## src/hdl/sqsm_pkg.sv

```systemverilog
// Shared types and constants for the shift queue with search and max.
// No dependencies; imported by every module of the block.
package sqsm_pkg;

  localparam int QUEUE_DEPTH = 8;
  localparam int CNT_W       = $clog2(QUEUE_DEPTH);
  localparam int FILL_W      = $clog2(QUEUE_DEPTH + 1);

  localparam logic [2:0] REQ_INSERT = 3'd0;
  localparam logic [2:0] REQ_DELETE = 3'd1;
  localparam logic [2:0] REQ_SEARCH = 3'd2;
  localparam logic [2:0] REQ_MAX    = 3'd3;
  localparam logic [2:0] REQ_SECOND = 3'd4;

  localparam logic [1:0] ST_OK       = 2'd0;
  localparam logic [1:0] ST_FULL     = 2'd1;
  localparam logic [1:0] ST_EMPTY    = 2'd2;
  localparam logic [1:0] ST_NOTFOUND = 2'd3;

  typedef struct packed {
    logic [2:0]         req_type;
    logic signed [31:0] data_value;
  } in_data_t;

  typedef struct packed {
    logic [1:0]         status;
    logic [2:0]         found_slot;
    logic signed [31:0] result_value;
  } out_data_t;

  typedef struct packed {
    logic               shift;
    logic               load;
    logic signed [31:0] load_val;
  } cell_ctl_t;

  typedef struct packed {
    logic               hit;
    logic [CNT_W-1:0]   slot;
    logic signed [31:0] top;
    logic signed [31:0] second;
    logic               have_second;
  } scan_res_t;

endpackage

```

## src/hdl/sqsm_cell.sv

```systemverilog
// One queue slot: holds a word, loads it, or takes its neighbor's word.
// Depends on sqsm_pkg.
module sqsm_cell import sqsm_pkg::*; (
  input  logic               clk,
  input  cell_ctl_t          ctl,
  input  logic signed [31:0] nb_val,
  output logic signed [31:0] val_q
);

  logic signed [31:0] val_r;
  logic signed [31:0] val_nxt;

  always_comb begin
    val_nxt = val_r;
    if (ctl.shift) begin
      val_nxt = nb_val;
    end else if (ctl.load) begin
      val_nxt = ctl.load_val;
    end
  end

  always_ff @(posedge clk) begin
    val_r <= val_nxt;
  end

  assign val_q = val_r;

endmodule

```

## src/hdl/sqsm_scan.sv

```systemverilog
// Accumulator watching the head cell while the ring rotates: first match,
// maximum and largest value strictly below the maximum. Depends on sqsm_pkg.
module sqsm_scan import sqsm_pkg::*; (
  input  logic               clk,
  input  logic               clear,
  input  logic               en,
  input  logic signed [31:0] value,
  input  logic signed [31:0] target,
  input  logic [CNT_W-1:0]   index,
  output scan_res_t          res
);

  logic               hit_r, hit_nxt;
  logic [CNT_W-1:0]   slot_r, slot_nxt;
  logic signed [31:0] top_r, top_nxt;
  logic signed [31:0] sec_r, sec_nxt;
  logic               have_top_r, have_top_nxt;
  logic               have_sec_r, have_sec_nxt;

  always_comb begin
    hit_nxt      = hit_r;
    slot_nxt     = slot_r;
    top_nxt      = top_r;
    sec_nxt      = sec_r;
    have_top_nxt = have_top_r;
    have_sec_nxt = have_sec_r;
    if (clear) begin
      hit_nxt      = 1'b0;
      have_top_nxt = 1'b0;
      have_sec_nxt = 1'b0;
    end else if (en) begin
      if (!hit_r && value == target) begin
        hit_nxt  = 1'b1;
        slot_nxt = index;
      end
      if (!have_top_r) begin
        top_nxt      = value;
        have_top_nxt = 1'b1;
      end else if (value > top_r) begin
        // old maximum drops to second place
        sec_nxt      = top_r;
        have_sec_nxt = 1'b1;
        top_nxt      = value;
      end else if (value < top_r && (!have_sec_r || value > sec_r)) begin
        sec_nxt      = value;
        have_sec_nxt = 1'b1;
      end
    end
  end

  always_ff @(posedge clk) begin
    hit_r      <= hit_nxt;
    slot_r     <= slot_nxt;
    top_r      <= top_nxt;
    sec_r      <= sec_nxt;
    have_top_r <= have_top_nxt;
    have_sec_r <= have_sec_nxt;
  end

  assign res.hit         = hit_r;
  assign res.slot        = slot_r;
  assign res.top         = top_r;
  assign res.second      = sec_r;
  assign res.have_second = have_sec_r;

endmodule

```

## src/hdl/shift_queue_search_max.sv

```systemverilog
// Shift queue with search and max: a ring of QUEUE_DEPTH cells, head in cell 0.
// Insert, delete, error and unused codes: result strobe in the cycle after start,
// busy stays low, so one such request per cycle.
// Search, biggest, second biggest: the ring rotates once past the scan unit
// in S_SCAN, then S_RESULT registers the result strobe; busy is high through
// S_SCAN and S_RESULT. Results cannot be stalled.
// Synchronous active-low reset empties the queue; cell contents are not reset.
module shift_queue_search_max import sqsm_pkg::*; (
  input  logic      clk,
  input  logic      rst_n,
  input  logic      start,
  output logic      busy,
  input  in_data_t  in_data,
  output logic      out_valid,
  output out_data_t out_data
);

  localparam logic [1:0] S_IDLE   = 2'd0;
  localparam logic [1:0] S_SCAN   = 2'd1;
  localparam logic [1:0] S_RESULT = 2'd2;

  logic [1:0]         state_r, state_nxt;
  logic [FILL_W-1:0]  fill_r, fill_nxt;
  logic [CNT_W-1:0]   cnt_r, cnt_nxt;
  logic [2:0]         op_r, op_nxt;
  logic signed [31:0] target_r, target_nxt;
  logic               out_valid_r, out_valid_nxt;
  out_data_t          out_r, out_nxt;

  logic               rotate;
  logic               load_en;
  logic               scan_clear;
  logic               scan_en;
  logic               accept;
  scan_res_t          scan_res;

  logic signed [31:0] cell_val [QUEUE_DEPTH];

  assign accept = start && (state_r == S_IDLE);
  assign busy   = (state_r != S_IDLE);

  genvar gi;
  generate
    for (gi = 0; gi < QUEUE_DEPTH; gi++) begin : g_cell
      cell_ctl_t ctl;
      assign ctl.shift    = rotate;
      assign ctl.load     = load_en && (fill_r == FILL_W'(gi));
      assign ctl.load_val = in_data.data_value;
      sqsm_cell u_cell (
        .clk    (clk),
        .ctl    (ctl),
        .nb_val (cell_val[(gi + 1) % QUEUE_DEPTH]),
        .val_q  (cell_val[gi])
      );
    end
  endgenerate

  assign scan_en = (state_r == S_SCAN) && ({1'b0, cnt_r} < fill_r);

  sqsm_scan u_scan (
    .clk    (clk),
    .clear  (scan_clear),
    .en     (scan_en),
    .value  (cell_val[0]),
    .target (target_r),
    .index  (cnt_r),
    .res    (scan_res)
  );

  always_comb begin
    state_nxt     = state_r;
    fill_nxt      = fill_r;
    cnt_nxt       = cnt_r;
    op_nxt        = op_r;
    target_nxt    = target_r;
    out_valid_nxt = 1'b0;
    out_nxt       = out_r;
    rotate        = 1'b0;
    load_en       = 1'b0;
    scan_clear    = 1'b0;
    case (state_r)
      S_IDLE: begin
        if (accept) begin
          out_nxt       = '0;
          out_valid_nxt = 1'b1;
          op_nxt        = in_data.req_type;
          target_nxt    = in_data.data_value;
          if (in_data.req_type == REQ_INSERT) begin
            if (fill_r == FILL_W'(QUEUE_DEPTH)) begin
              out_nxt.status = ST_FULL;
            end else begin
              load_en  = 1'b1;
              fill_nxt = fill_r + 1'b1;
            end
          end else if (in_data.req_type > REQ_SECOND) begin
            out_nxt.status = ST_OK;
          end else if (fill_r == '0) begin
            out_nxt.status = ST_EMPTY;
          end else if (in_data.req_type == REQ_DELETE) begin
            // one rotation step moves every entry down; the old head lands
            // in the top cell, which is beyond the new fill level
            rotate   = 1'b1;
            fill_nxt = fill_r - 1'b1;
          end else begin
            out_valid_nxt = 1'b0;
            scan_clear    = 1'b1;
            cnt_nxt       = '0;
            state_nxt     = S_SCAN;
          end
        end
      end
      S_SCAN: begin
        // full turn of the ring so entries end where they started
        rotate  = 1'b1;
        cnt_nxt = cnt_r + 1'b1;
        if (cnt_r == CNT_W'(QUEUE_DEPTH - 1)) begin
          state_nxt = S_RESULT;
        end
      end
      S_RESULT: begin
        out_valid_nxt = 1'b1;
        out_nxt       = '0;
        case (op_r)
          REQ_SEARCH: begin
            if (scan_res.hit) begin
              out_nxt.status       = ST_OK;
              out_nxt.found_slot   = 3'(scan_res.slot);
              out_nxt.result_value = target_r;
            end else begin
              out_nxt.status = ST_NOTFOUND;
            end
          end
          REQ_MAX: begin
            out_nxt.result_value = scan_res.top;
          end
          default: begin
            out_nxt.result_value = scan_res.have_second ? scan_res.second : scan_res.top;
          end
        endcase
        state_nxt = S_IDLE;
      end
      default: begin
        state_nxt = S_IDLE;
      end
    endcase
  end

  always_ff @(posedge clk) begin
    if (!rst_n) begin
      state_r     <= S_IDLE;
      fill_r      <= '0;
      out_valid_r <= 1'b0;
    end else begin
      state_r     <= state_nxt;
      fill_r      <= fill_nxt;
      out_valid_r <= out_valid_nxt;
    end
  end

  always_ff @(posedge clk) begin
    cnt_r    <= cnt_nxt;
    op_r     <= op_nxt;
    target_r <= target_nxt;
    out_r    <= out_nxt;
  end

  assign out_valid = out_valid_r;
  assign out_data  = out_r;

endmodule
```

## config.mk

```make
export PLATFORM = sky130hd
export DESIGN_NAME = shift_queue_search_max
export DESIGN_NICKNAME = d
export VERILOG_FILES = /design/src/hdl/sqsm_pkg.sv /design/src/hdl/sqsm_cell.sv /design/src/hdl/sqsm_scan.sv /design/src/hdl/shift_queue_search_max.sv
export SDC_FILE = /design/constraint.sdc
export NUM_CORES = 1
export LEC_CHECK = 0
export BUFFER_PORTS_ARGS = -buffer_cell sky130_fd_sc_hd__buf_2
export CORE_AREA = 2 2 204 206
export DETAILED_ROUTE_END_ITERATION = 10
export DIE_AREA = 0 0 206 208
export GPL_ROUTABILITY_DRIVEN = 1
export HOLD_SLACK_MARGIN = 0.12
export PLACE_DENSITY_LB_ADDON = 0.3
export SETUP_SLACK_MARGIN = 0.2
export SLEW_MARGIN = 20
export SYNTH_ARGS = -nofsm -noshare
export SYNTH_HDL_FRONTEND = slang
export SYNTH_SLANG_ARGS = --single-unit
```

## constraint.sdc

```tcl
create_clock -name clk -period 13.25 [get_ports clk]
set_clock_uncertainty 0.2 [all_clocks]
set_input_delay 0.6625 -clock clk [delete_from_list [all_inputs] [get_ports clk]]
set_output_delay 0.6625 -clock clk [all_outputs]
set_load 0.005 [all_outputs]
```

==> key figures, run 1 <==
Outcome
  • Run status: completed

STA
  • Count of final setup violators: 0
  • Max Clk Rate: 218.4 MHz
  • Fin Setup TNS: 0 ns
  • Worst Max-Slew Pin Slew: 1.024 ns
  • Fraction of the cycle the final worst path needs: 0.3455
  • Final Hold Viols: 0
  • Number of max-slew violations in the final report: 0
  • Final Critical Period: 4.578 ns
  • Unrepaired setup endpoints after global routing: false
  • Headroom to the max-slew limit: 0.3176

Clock network
  • Maximum level of the CTS H-tree: 2
  • Post-CTS resize count: 0
  • Clock sink count: 408
  • Clock tree from TritonCTS: done
  • Clock edge transition at the registers on the reported setup and hold paths: 0.06 ns
  • Max Buffers Root-to-Sink: 3
  • CTS buffer count: 41
  • Library cell used as clock root buffer: sky130_fd_sc_hd__clkbuf_16
  • Buffers inserted during post-CTS setup optimization: 0
  • Worst-Skew Late Latency: 0.54 ns
  • Cts hold-fix bufs: 8

Placement
  • Number of instances in the placed design: 2054
  • Post-detailed-placement cell area: 19000 sq um
  • # port buffers: 76
  • Routability Congestion: 0.8512
  • Post-detailed-placement half-perimeter wirelength: 26290 microns

GRT
  • Met3 demand-to-capacity share in global routing: 0.02632
  • Global router's overall resource usage: 0.1942
  • Pin count of the biggest net entering global routing: 120
  • Met2 track demand over resource: 0.2968
  • Most heavily used metal layer in global routing: met2
  • Number of antenna violations at the first check in global routing: 0
  • Global-route wire length before repair: 63760 microns
  • Vias in the first global route: 10900
  • Met1 track utilization from global routing: 0.2811
  • GR Overflow Total: 0

Synthesis
  • Netlist area before placement: 18030 sq um
  • Number of enable flip-flop cells after synthesis: 398
  • Yosys top cell area share: 0.6630
  • Mean instance size in the synthesized netlist: 12.16 sq um
  • Sequential element share of the synthesized area: 0.6741
  • Top cells by instance count after synthesis: sky130_fd_sc_hd__nand2_1 (575), sky130_fd_sc_hd__edfxtp_1 (398), sky130_fd_sc_hd__ha_1 (72), sky130_fd_sc_hd__inv_1 (72), sky130_fd_sc_hd__clkbuf_1 (49)
  • Most used standard cell by instance count after synthesis: sky130_fd_sc_hd__nand2_1
  • Post-synth net total: 1593
  • Post-synthesis async set-or-reset flop share: 0
  • Number of cells produced by synthesis: 1483
  • Ys flop type: sky130_fd_sc_hd__edfxtp_1
  • Library cell with the largest summed area after synthesis: sky130_fd_sc_hd__edfxtp_1
  • Distinct cell type count after synthesis: 51
  • Flop and latch count out of synthesis: 408
  • Cell types occupying the most area after synthesis: sky130_fd_sc_hd__edfxtp_1 (66%), sky130_fd_sc_hd__nand2_1 (12%), sky130_fd_sc_hd__ha_1 (5.0%)
  • Warnings from Yosys: 0

Hold path
  • Type of the tightest min-delay check: primary input to register
  • Beginning of the worst hold path: in_data[9]

Critical path
  • Setup crit start: fill_r[0]
  • Endpoint kind of the worst setup timing path: register
  • Start of the worst register-to-register path: fill_r[0]
  • Crit Path Max Fanout: 119
  • Critical path startpoint category: register
  • CP Class: register to register
  • Worst EP required: 13.44 ns
  • Internal reg-to-reg setup slack: 8.67 ns
  • Crit path DAT: 4.77 ns

Final layout
  • Filler-free cell count of the finished design: 2138
  • Area growth from synthesis to layout: 13.16%
  • Number of nets in the layout: 1684
  • Number of filler instances in the final layout: 3535
  • Share of final-layout standard cells stronger than drive strength 1: 0.1252
  • Cell area after layout: 20400 sq um
  • Sequential cell area in the final layout: 12150 sq um
  • Multi-input logic area: 5415 sq um
  • Ant diodes: 0

Drt
  • Average via count per standard cell: 5.271
  • Number of iterations in the first detailed-routing pass: 6
  • DRC violation count after routing: 0
  • Average wire per standard cell: 19.21 microns
  • Detailed router's first-iteration violation count: 1388
  • Via count: 11270
  • Post-DRT Antenna Nets: 0
  • Wire length reported by the detailed router: 41060 microns

Die
  • Number of rows created at floorplan: 74
  • Die width: 206 microns
  • Floorplan die area: 42850 sq um
  • Initial Utilization: 0.4445
  • Num ports: 77
  • Height of the die: 208 microns
  • Area inside the core boundary: 40550 sq um

Run
  • Max Cap Violations: 0

Power
  • Pleak: 8.068 nW
  • Peak supply drop: 0.09987 mV
  • Power Dens Cells: 142.2 nW/um^2
cell usage in the layout, fill, tap and decap left out, drive strengths merged, types with 9 or more instances in the layout:
cell    instances
buf            93
dfxtp          10
clkinv         13
xor2           31
a222oi         32
edfxtp        398
nor2           48
nand2         575
inv            73
nand4          18
o21ai          16
ha             72
mux2           33
nor4            9
a21oi          34
clkbuf         54
state kept, by name, indices dropped and copies added (netlist names):
register / cells
u_scan.slot_r: 3
cnt_r: 3
target_r: 32
u_scan.have_top_r: 1
g_cell.u_cell.val_q: 256
u_scan.sec_r: 32
op_r: 3
state_r: 2
u_scan.have_sec_r: 1
fill_r: 4
out_valid: 1
out_data: 37
u_scan.top_r: 32
u_scan.hit_r: 1
worst max-delay path, stage by stage, from the launching register on:
cell and delay [ns]:
sky130_fd_sc_hd__dfxtp_1 0.46, sky130_fd_sc_hd__inv_1 0.10, sky130_fd_sc_hd__ha_1 0.24, sky130_fd_sc_hd__nor2b_1 0.17
sky130_fd_sc_hd__nand2b_1 0.19, sky130_fd_sc_hd__a41oi_1 0.21, sky130_fd_sc_hd__nor2_4 0.67, sky130_fd_sc_hd__buf_4 0.87
sky130_fd_sc_hd__buf_6 0.76, sky130_fd_sc_hd__nand2_1 0.29, sky130_fd_sc_hd__nand2_1 0.14
power by group:
part | internal (mW) | leakage (nW) | total (mW) | switching (mW)
logic | 0.0811 | 3.69 | 0.251 | 0.170
clock network | 0.641 | 0.622 | 1.13 | 0.487
registers | 1.49 | 3.76 | 1.52 | 0.0328
routing by layer:
| metal | share of wire | vias to the layer above | routed length [microns] |
|---|---|---|---|
| li1 | - | 5372 | - |
| met1 | 0.44 | 5495 | 18150 |
| met2 | 0.46 | 332 | 18820 |
| met3 | 0.064 | 70 | 2629 |
| met4 | 0.036 | 0 | 1462 |
| met5 | 0 | - | 0 |
layout make-up:
| class | count | share of cell area |
|---|---|---|
| inverter | 72 | 0.01325 |
| tap | 532 | 0.03263 |
| timing repair buffer | 101 | 0.02962 |
| clock inverter | 21 | 0.008096 |
| sequential | 408 | 0.5957 |
| multi-input combinational | 950 | 0.2655 |
| clock buffer | 54 | 0.05526 |
path summary, 6_finish.rpt:
| check | end | depth (start not counted) |
|---|---|---|
| hold / removal | target_r[9] | 1 |
| setup reg to reg | g_cell[7].u_cell.val_q[15] | 10 |
| hold reg to reg | u_scan.have_top_r | 2 |
| setup / recovery | g_cell[7].u_cell.val_q[15] | 10 |
metrics by stage:
stage               utilization  hold slack [ns]  setup WS, ns  power, mW
CTS                      0.5024           0.1213         8.412      2.923
detailed placement       0.4686           0.2380         8.419      1.797
floorplan                     -           0.2225         7.697      1.702
global placement         0.4686           0.2344         8.404      1.791
global route             0.5030           0.1239         8.338      3.004
finish                   0.5030           0.1407         8.672      2.901
logic make-up (layout without fill, tap and decap cells):
kind of cell | Yosys count | count (layout) | share of synthesized area
multiplexers | 36 | 36 | 0.02832
AND/OR/NAND/NOR | 699 | 699 | 0.1569
XOR/XNOR | 36 | 36 | 0.01749
adder cells (fa/ha/maj) | 72 | 72 | 0.04997
buffers and inverters | 125 | 248 | 0.02915
AO/OA/AOI/OAI | 107 | 107 | 0.04407
flip-flops | 408 | 408 | 0.6741
Note: power is estimated with default switching activity, not from simulation.
==> run 2, diff against run 1 <==
==> constraint.sdc (replaced) <==
create_clock -name clk -period 4.3 [get_ports clk]
set_clock_uncertainty 0.2 [all_clocks]
set_input_delay 0.215 -clock clk [delete_from_list [all_inputs] [get_ports clk]]
set_output_delay 0.215 -clock clk [all_outputs]
set_load 0.005 [all_outputs]
==> run 2 against run 1 <==
Net effect: largest cell class unchanged; core utilization rose by 1.1 points; wire length up 4.1%; total power grew to 3.1 times the previous value; clock power rose to 3.1 times the previous value; sequential share of layout area shrank 1.3 points; non-clock buffer count is 39 higher; largest power group unchanged; worst setup slack got worse by 7.9 ns; sequential power rose to 3.1 times the previous value; combinational power rose to 3.3 times the previous value; worst hold slack better by 0.056 ns; flip-flop and latch count did not move; critical path type unchanged.
==> key figures, run 2 (same netlist as run 1, synthesis figures left out) <==
Outcome
  • Run status: completed

Critical path
  • Largest delay share family, worst path: multiplexers
  • Crit path largest cell delay: 0.53 ns
  • Worst EP required: 4.38 ns
  • Endpoint kind of the worst setup timing path: register
  • CP Class: register to register
  • Crit Path Max Fanout: 32
  • Worst Path Buf+Inv: 1
  • Critical-path top delay cell: sky130_fd_sc_hd__mux2i_1
  • Crit path DAT: 3.63 ns
  • Critical path startpoint category: register
  • Ordered list of cells on the worst path: ha_1, a21oi_1, o21ai_1, a211o_1, o32ai_2, mux2i_1, nor2b_4, buf_4, mux2_1

Power
  • Peak supply drop: 0.2417 mV
  • Pleak: 8.281 nW
  • Power Dens Cells: 434.1 nW/um^2
  • Final Total Pwr: 9.050 mW

Final layout
  • Ant diodes: 0
  • Number of nets in the layout: 1724
  • Cell area after layout: 20850 sq um
  • Filler-free cell count of the finished design: 2179
  • Final design utilization: 0.5140
  • Area growth from synthesis to layout: 15.64%
  • Most common cell after layout, fill and taps aside: sky130_fd_sc_hd__nand2_1
  • Share of final-layout standard cells stronger than drive strength 1: 0.1263
  • Commonest non-fill, non-tap cells in the layout: sky130_fd_sc_hd__nand2_1 (575), sky130_fd_sc_hd__edfxtp_1 (398), sky130_fd_sc_hd__buf_2 (76)
  • Number of flip-flops in the largest register: 256

Placement
  • Post-placement worst setup slack: 0.6773 ns
  • Post-detailed-placement half-perimeter wirelength: 28260 microns
  • Number of instances in the placed design: 2064
  • # port buffers: 76
  • Routability Congestion: 0.8899
  • Post-detailed-placement cell area: 19130 sq um

Hold path
  • Type of the tightest min-delay check: primary input to register

Drt
  • DRC violation count after routing: 0
  • Detailed router's first-iteration violation count: 1150
  • Average via count per standard cell: 5.307
  • Average wire per standard cell: 19.62 microns
  • Number of iterations in the first detailed-routing pass: 5
  • Wire length reported by the detailed router: 42760 microns
  • Post-DRT Antenna Nets: 0
  • Via count: 11570

STA
  • Unrepaired setup endpoints after global routing: false
  • Fin worst setup slack: 0.7474 ns
  • Count of final setup violators: 0
  • Max Clk Rate: 281.5 MHz
  • Final Hold Viols: 0
  • Fraction of the cycle the final worst path needs: 0.8262
  • Worst Max-Slew Pin Slew: 1.035 ns
  • Worst hold margin: 0.1966 ns
  • Final Critical Period: 3.553 ns
  • Headroom to the max-slew limit: 0.3100
  • Fin Setup TNS: 0 ns
  • Number of max-slew violations in the final report: 0

Clock network
  • Clock tree from TritonCTS: done
  • Worst-Skew Late Latency: 0.54 ns
  • Maximum level of the CTS H-tree: 2
  • Cts hold-fix bufs: 37
  • Library cell used as clock root buffer: sky130_fd_sc_hd__clkbuf_16
  • Post-CTS resize count: 0
  • Clock edge transition at the registers on the reported setup and hold paths: 0.07 ns
  • CTS buffer count: 42
  • Max Buffers Root-to-Sink: 3
  • Buffers inserted during post-CTS setup optimization: 0
  • Clock sink count: 408

Die
  • Floorplan die area: 42850 sq um
  • Initial Utilization: 0.4445
  • Die width: 206 microns
  • Num ports: 77
  • Height of the die: 208 microns
  • Number of rows created at floorplan: 74
  • Area inside the core boundary: 40550 sq um

GRT
  • Global-route wire length before repair: 66470 microns
  • GR Overflow Total: 0
  • Vias in the first global route: 11250
  • Pin count of the biggest net entering global routing: 62
  • Number of antenna violations at the first check in global routing: 0
  • Global router's overall resource usage: 0.2024

Run
  • Max Cap Violations: 0
-- run 2: cell types whose count changed in the layout (fill, tap and decap cells not counted), sizes merged --
cell	delta
clkinvlp	-4
bufinv	+1
clkinv	+6
buf	+10
clkbuf	-1
dlygate4sd3	+29
-- run 2: path summary, 6_finish.rpt --
kind | startpoint | depth (start not counted) | slack (ns) | endpoint
min reg2reg | u_scan.have_top_r | 2 | 0.27 | u_scan.have_top_r
min | in_data[26] | 2 | 0.20 | target_r[26]
max | g_cell[0].u_cell.val_q[5] | 9 | 0.75 | u_scan.sec_r[0]
max reg2reg | g_cell[0].u_cell.val_q[5] | 9 | 0.75 | u_scan.sec_r[0]
-- run 2: area by class of cell --
cell class | instances | area (sq um)
clock buffers | 53 | 1134
clock inverters | 24 | 186.4
inverters | 72 | 270.3
repair buffers | 140 | 1023
flip-flops and latches | 408 | 12150
well taps | 532 | 665.6
fillers | 3452 | 19710
multi-input cells | 950 | 5415
-- run 2: where the power goes --
part	switching, mW	internal (mW)	leakage, nW
Combinational	0.551	0.279	3.88
Sequential	0.0948	4.59	3.76
Clock	1.49	2.04	0.647
-- run 2: routing by layer --
metal	wire [microns]	global-route usage	up-vias
li1	-	-	5458
met1	19890	0.3078	5645
met2	18670	0.3021	402
met3	3065	0.02647	60
met4	1132	0.06158	0
met5	0	0	-
==> run 3, diff against run 2 <==
==> constraint.sdc (replaced) <==
create_clock -name clk -period 3.25 [get_ports clk]
set_clock_uncertainty 0.2 [all_clocks]
set_input_delay 0.1625 -clock clk [delete_from_list [all_inputs] [get_ports clk]]
set_output_delay 0.1625 -clock clk [all_outputs]
set_load 0.005 [all_outputs]
==> run 3 against run 2 <==
Net effect: global-route usage is 0.40 points lower; clock power is 37% higher; non-clock buffer count is 63 higher; sequential share of layout area is 2.6 points lower.
==> key figures, run 3 (same netlist as run 1, synthesis figures left out) <==
Critical path
  • Largest delay share family, worst path: compound AO/OA/AOI/OAI gates
  • Critical-path top delay cell: sky130_fd_sc_hd__a2111oi_4
  • Crit path DAT: 3.26 ns
  • Crit path top cell by count: sky130_fd_sc_hd__nor2b_4
  • FF-to-FF path depth: 11
  • Crit Path Max Fanout: 8
  • Cell depth of the worst setup path: 11
  • Setup crit start: g_cell[0].u_cell.val_q[1]
  • Worst Path Buf+Inv: 3
  • Endpoint kind of the worst setup timing path: register
  • Crit path largest cell delay: 0.42 ns
  • FF-to-FF End: u_scan.sec_r[5]
  • Start of the worst register-to-register path: g_cell[0].u_cell.val_q[1]
  • Worst EP required: 3.35 ns
  • Ordered list of cells on the worst path: ha_1, nor2b_4, o211ai_1, a2111oi_4, o32ai_2, mux2i_2, buf_4, nor2b_4, buf_6, clkbuf_16, mux2_4
  • Internal reg-to-reg setup slack: 0.09 ns
  • Critical path startpoint category: register
  • CP Class: register to register

Final layout
  • Commonest non-fill, non-tap cells in the layout: sky130_fd_sc_hd__nand2_1 (558), sky130_fd_sc_hd__edfxtp_1 (398), sky130_fd_sc_hd__buf_2 (76)
  • Most common cell after layout, fill and taps aside: sky130_fd_sc_hd__nand2_1
  • Number of nets in the layout: 1788
  • Final design utilization: 0.5380
  • Area growth from synthesis to layout: 21.02%
  • Ant diodes: 0
  • Cell area after layout: 21820 sq um
  • Share of final-layout standard cells stronger than drive strength 1: 0.1800
  • Number of flip-flops in the largest register: 256

Placement
  • Post-detailed-placement cell area: 19600 sq um
  • # port buffers: 76
  • Post-detailed-placement half-perimeter wirelength: 28500 microns
  • Routability Congestion: 0.8348

STA
  • Final Critical Period: 3.159 ns
  • Worst hold margin: 0.1491 ns
  • Headroom to the max-slew limit: 0.6290
  • Max Clk Rate: 316.6 MHz
  • Count of final setup violators: 0
  • Final Hold Viols: 0
  • Worst Max-Slew Pin Slew: 0.5566 ns
  • Number of max-slew violations in the final report: 0
  • Fraction of the cycle the final worst path needs: 0.9720
  • Fin Setup TNS: 0 ns
  • Unrepaired setup endpoints after global routing: true

GRT
  • Global-route wire length before repair: 65340 microns
  • Number of antenna violations at the first check in global routing: 0
  • Vias in the first global route: 11230
  • GR Overflow Total: 0
  • Pin count of the biggest net entering global routing: 69
  • Global router's overall resource usage: 0.1985

Drt
  • Wire length reported by the detailed router: 42870 microns
  • Post-DRT Antenna Nets: 0
  • Detailed router's first-iteration violation count: 1330
  • Via count: 11830
  • Average via count per standard cell: 5.287
  • DRC violation count after routing: 0
  • Average wire per standard cell: 19.16 microns
  • Number of iterations in the first detailed-routing pass: 7

Hold path
  • Number of cells on the worst hold path: 2
  • Beginning of the worst hold path: in_data[7]
  • Type of the tightest min-delay check: primary input to register
  • Worst Hold Endpoint: target_r[7]

Die
  • Num ports: 77
  • Number of rows created at floorplan: 74
  • Floorplan die area: 42850 sq um
  • Die width: 206 microns
  • Area inside the core boundary: 40550 sq um
  • Height of the die: 208 microns
  • Initial Utilization: 0.4445

Power
  • Comb pwr share: 0.100
  • Proportion of total power due to net switching: 0.2295
  • Power Dens Cells: 560.8 nW/um^2
  • Sequential Power Share: 0.504
  • Clock network fraction of design power: 0.395
  • Final Total Pwr: 12.24 mW
  • Peak supply drop: 0.3881 mV
  • Sw Pwr: 2.808 mW
  • Pleak: 8.683 nW
  • Internal portion of total power: 9.428 mW

Clock network
  • Max Buffers Root-to-Sink: 3
  • Clock sink count: 408
  • Maximum level of the CTS H-tree: 2
  • Worst-Skew Late Latency: 0.54 ns
  • Clock edge transition at the registers on the reported setup and hold paths: 0.06 ns
  • Library cell used as clock root buffer: sky130_fd_sc_hd__clkbuf_16
  • Clock tree from TritonCTS: done
  • CTS buffer count: 42

Run
  • Max Cap Violations: 0

Outcome
  • Run status: completed
[run 3: cell count changes in the layout (fill, tap and decap cells not counted), sizes merged]
| cell | change |
|---|---|
| clkinvlp | +1 |
| inv | -1 |
| clkbuf | +1 |
| buf | +59 |
| o21ba | +1 |
| bufinv | +2 |
| clkinv | -5 |
| dlygate4sd3 | +1 |
[run 3: cell type report]
type | instances | area [sq um]
fillers | 3288 | 18740
repair buffers | 203 | 1728
multi-input cells | 951 | 5625
flip-flops and latches | 408 | 12150
clock buffers | 51 | 1149
well taps | 532 | 665.6
clock inverters | 21 | 227.7
inverters | 72 | 270.3
[run 3: through the flow]
| step | setup slack [ns] | instances |
|---|---|---|
| floorplan | -0.02228 | 1483 |
| global placement | 0.1892 | 2102 |
| detailed placement | 0.1279 | 2102 |
| CTS | 0.1515 | 2213 |
| global route | 0.01399 | 2238 |
| finish | 0.09095 | 2238 |
[run 3: per-layer routing]
metal | vias to the layer above | routed length, microns | global-route usage | share of wire
met5 | - | 0 | 0 | 0
met4 | 0 | 1331 | 0.06700 | 0.031
met3 | 70 | 2865 | 0.02882 | 0.067
met2 | 444 | 19590 | 0.2984 | 0.46
met1 | 5719 | 19080 | 0.2951 | 0.45
li1 | 5599 | - | - | -
[run 3: how the worst max path moves through the flow]
stage | to
floorplan | u_scan.sec_r[0]
global placement | u_scan.sec_r[0]
detailed placement | u_scan.sec_r[0]
CTS | u_scan.sec_r[26]
global route | u_scan.sec_r[5]
finish | u_scan.sec_r[5]
[run 3: what timing repair did]
action	in CTS	in global routing
pin swaps	0	12
endpoints found under the setup margin	90	346
hold buffers	38	0
gates resized for setup	3	38
setup buffers	0	20
hold endpoints to repair	303	0
cloned	1	4
[run 3: worst reg2reg max path, delay by kind of cell, from the launching register on]
| family | cells | cell delay, ns |
|---|---|---|
| AO/OA/AOI/OAI | 3 | 0.71 |
| adder cells (fa/ha/maj) | 1 | 0.34 |
| buffers and inverters | 3 | 0.49 |
| flip-flops | 1 | 0.41 |
| multiplexers | 2 | 0.50 |
| AND/OR/NAND/NOR | 2 | 0.27 |
[run 3: power by group through the flow]
stage / Sequential (mW) / Clock [mW] / Combinational, mW
finish: 6.17 / 4.84 / 1.23
global placement: 6.27 / 0 / 1.10
global route: 6.19 / 5.11 / 1.35
detailed placement: 6.28 / 0 / 1.12
floorplan: 6.27 / 0 / 0.677
CTS: 6.17 / 4.93 / 1.17
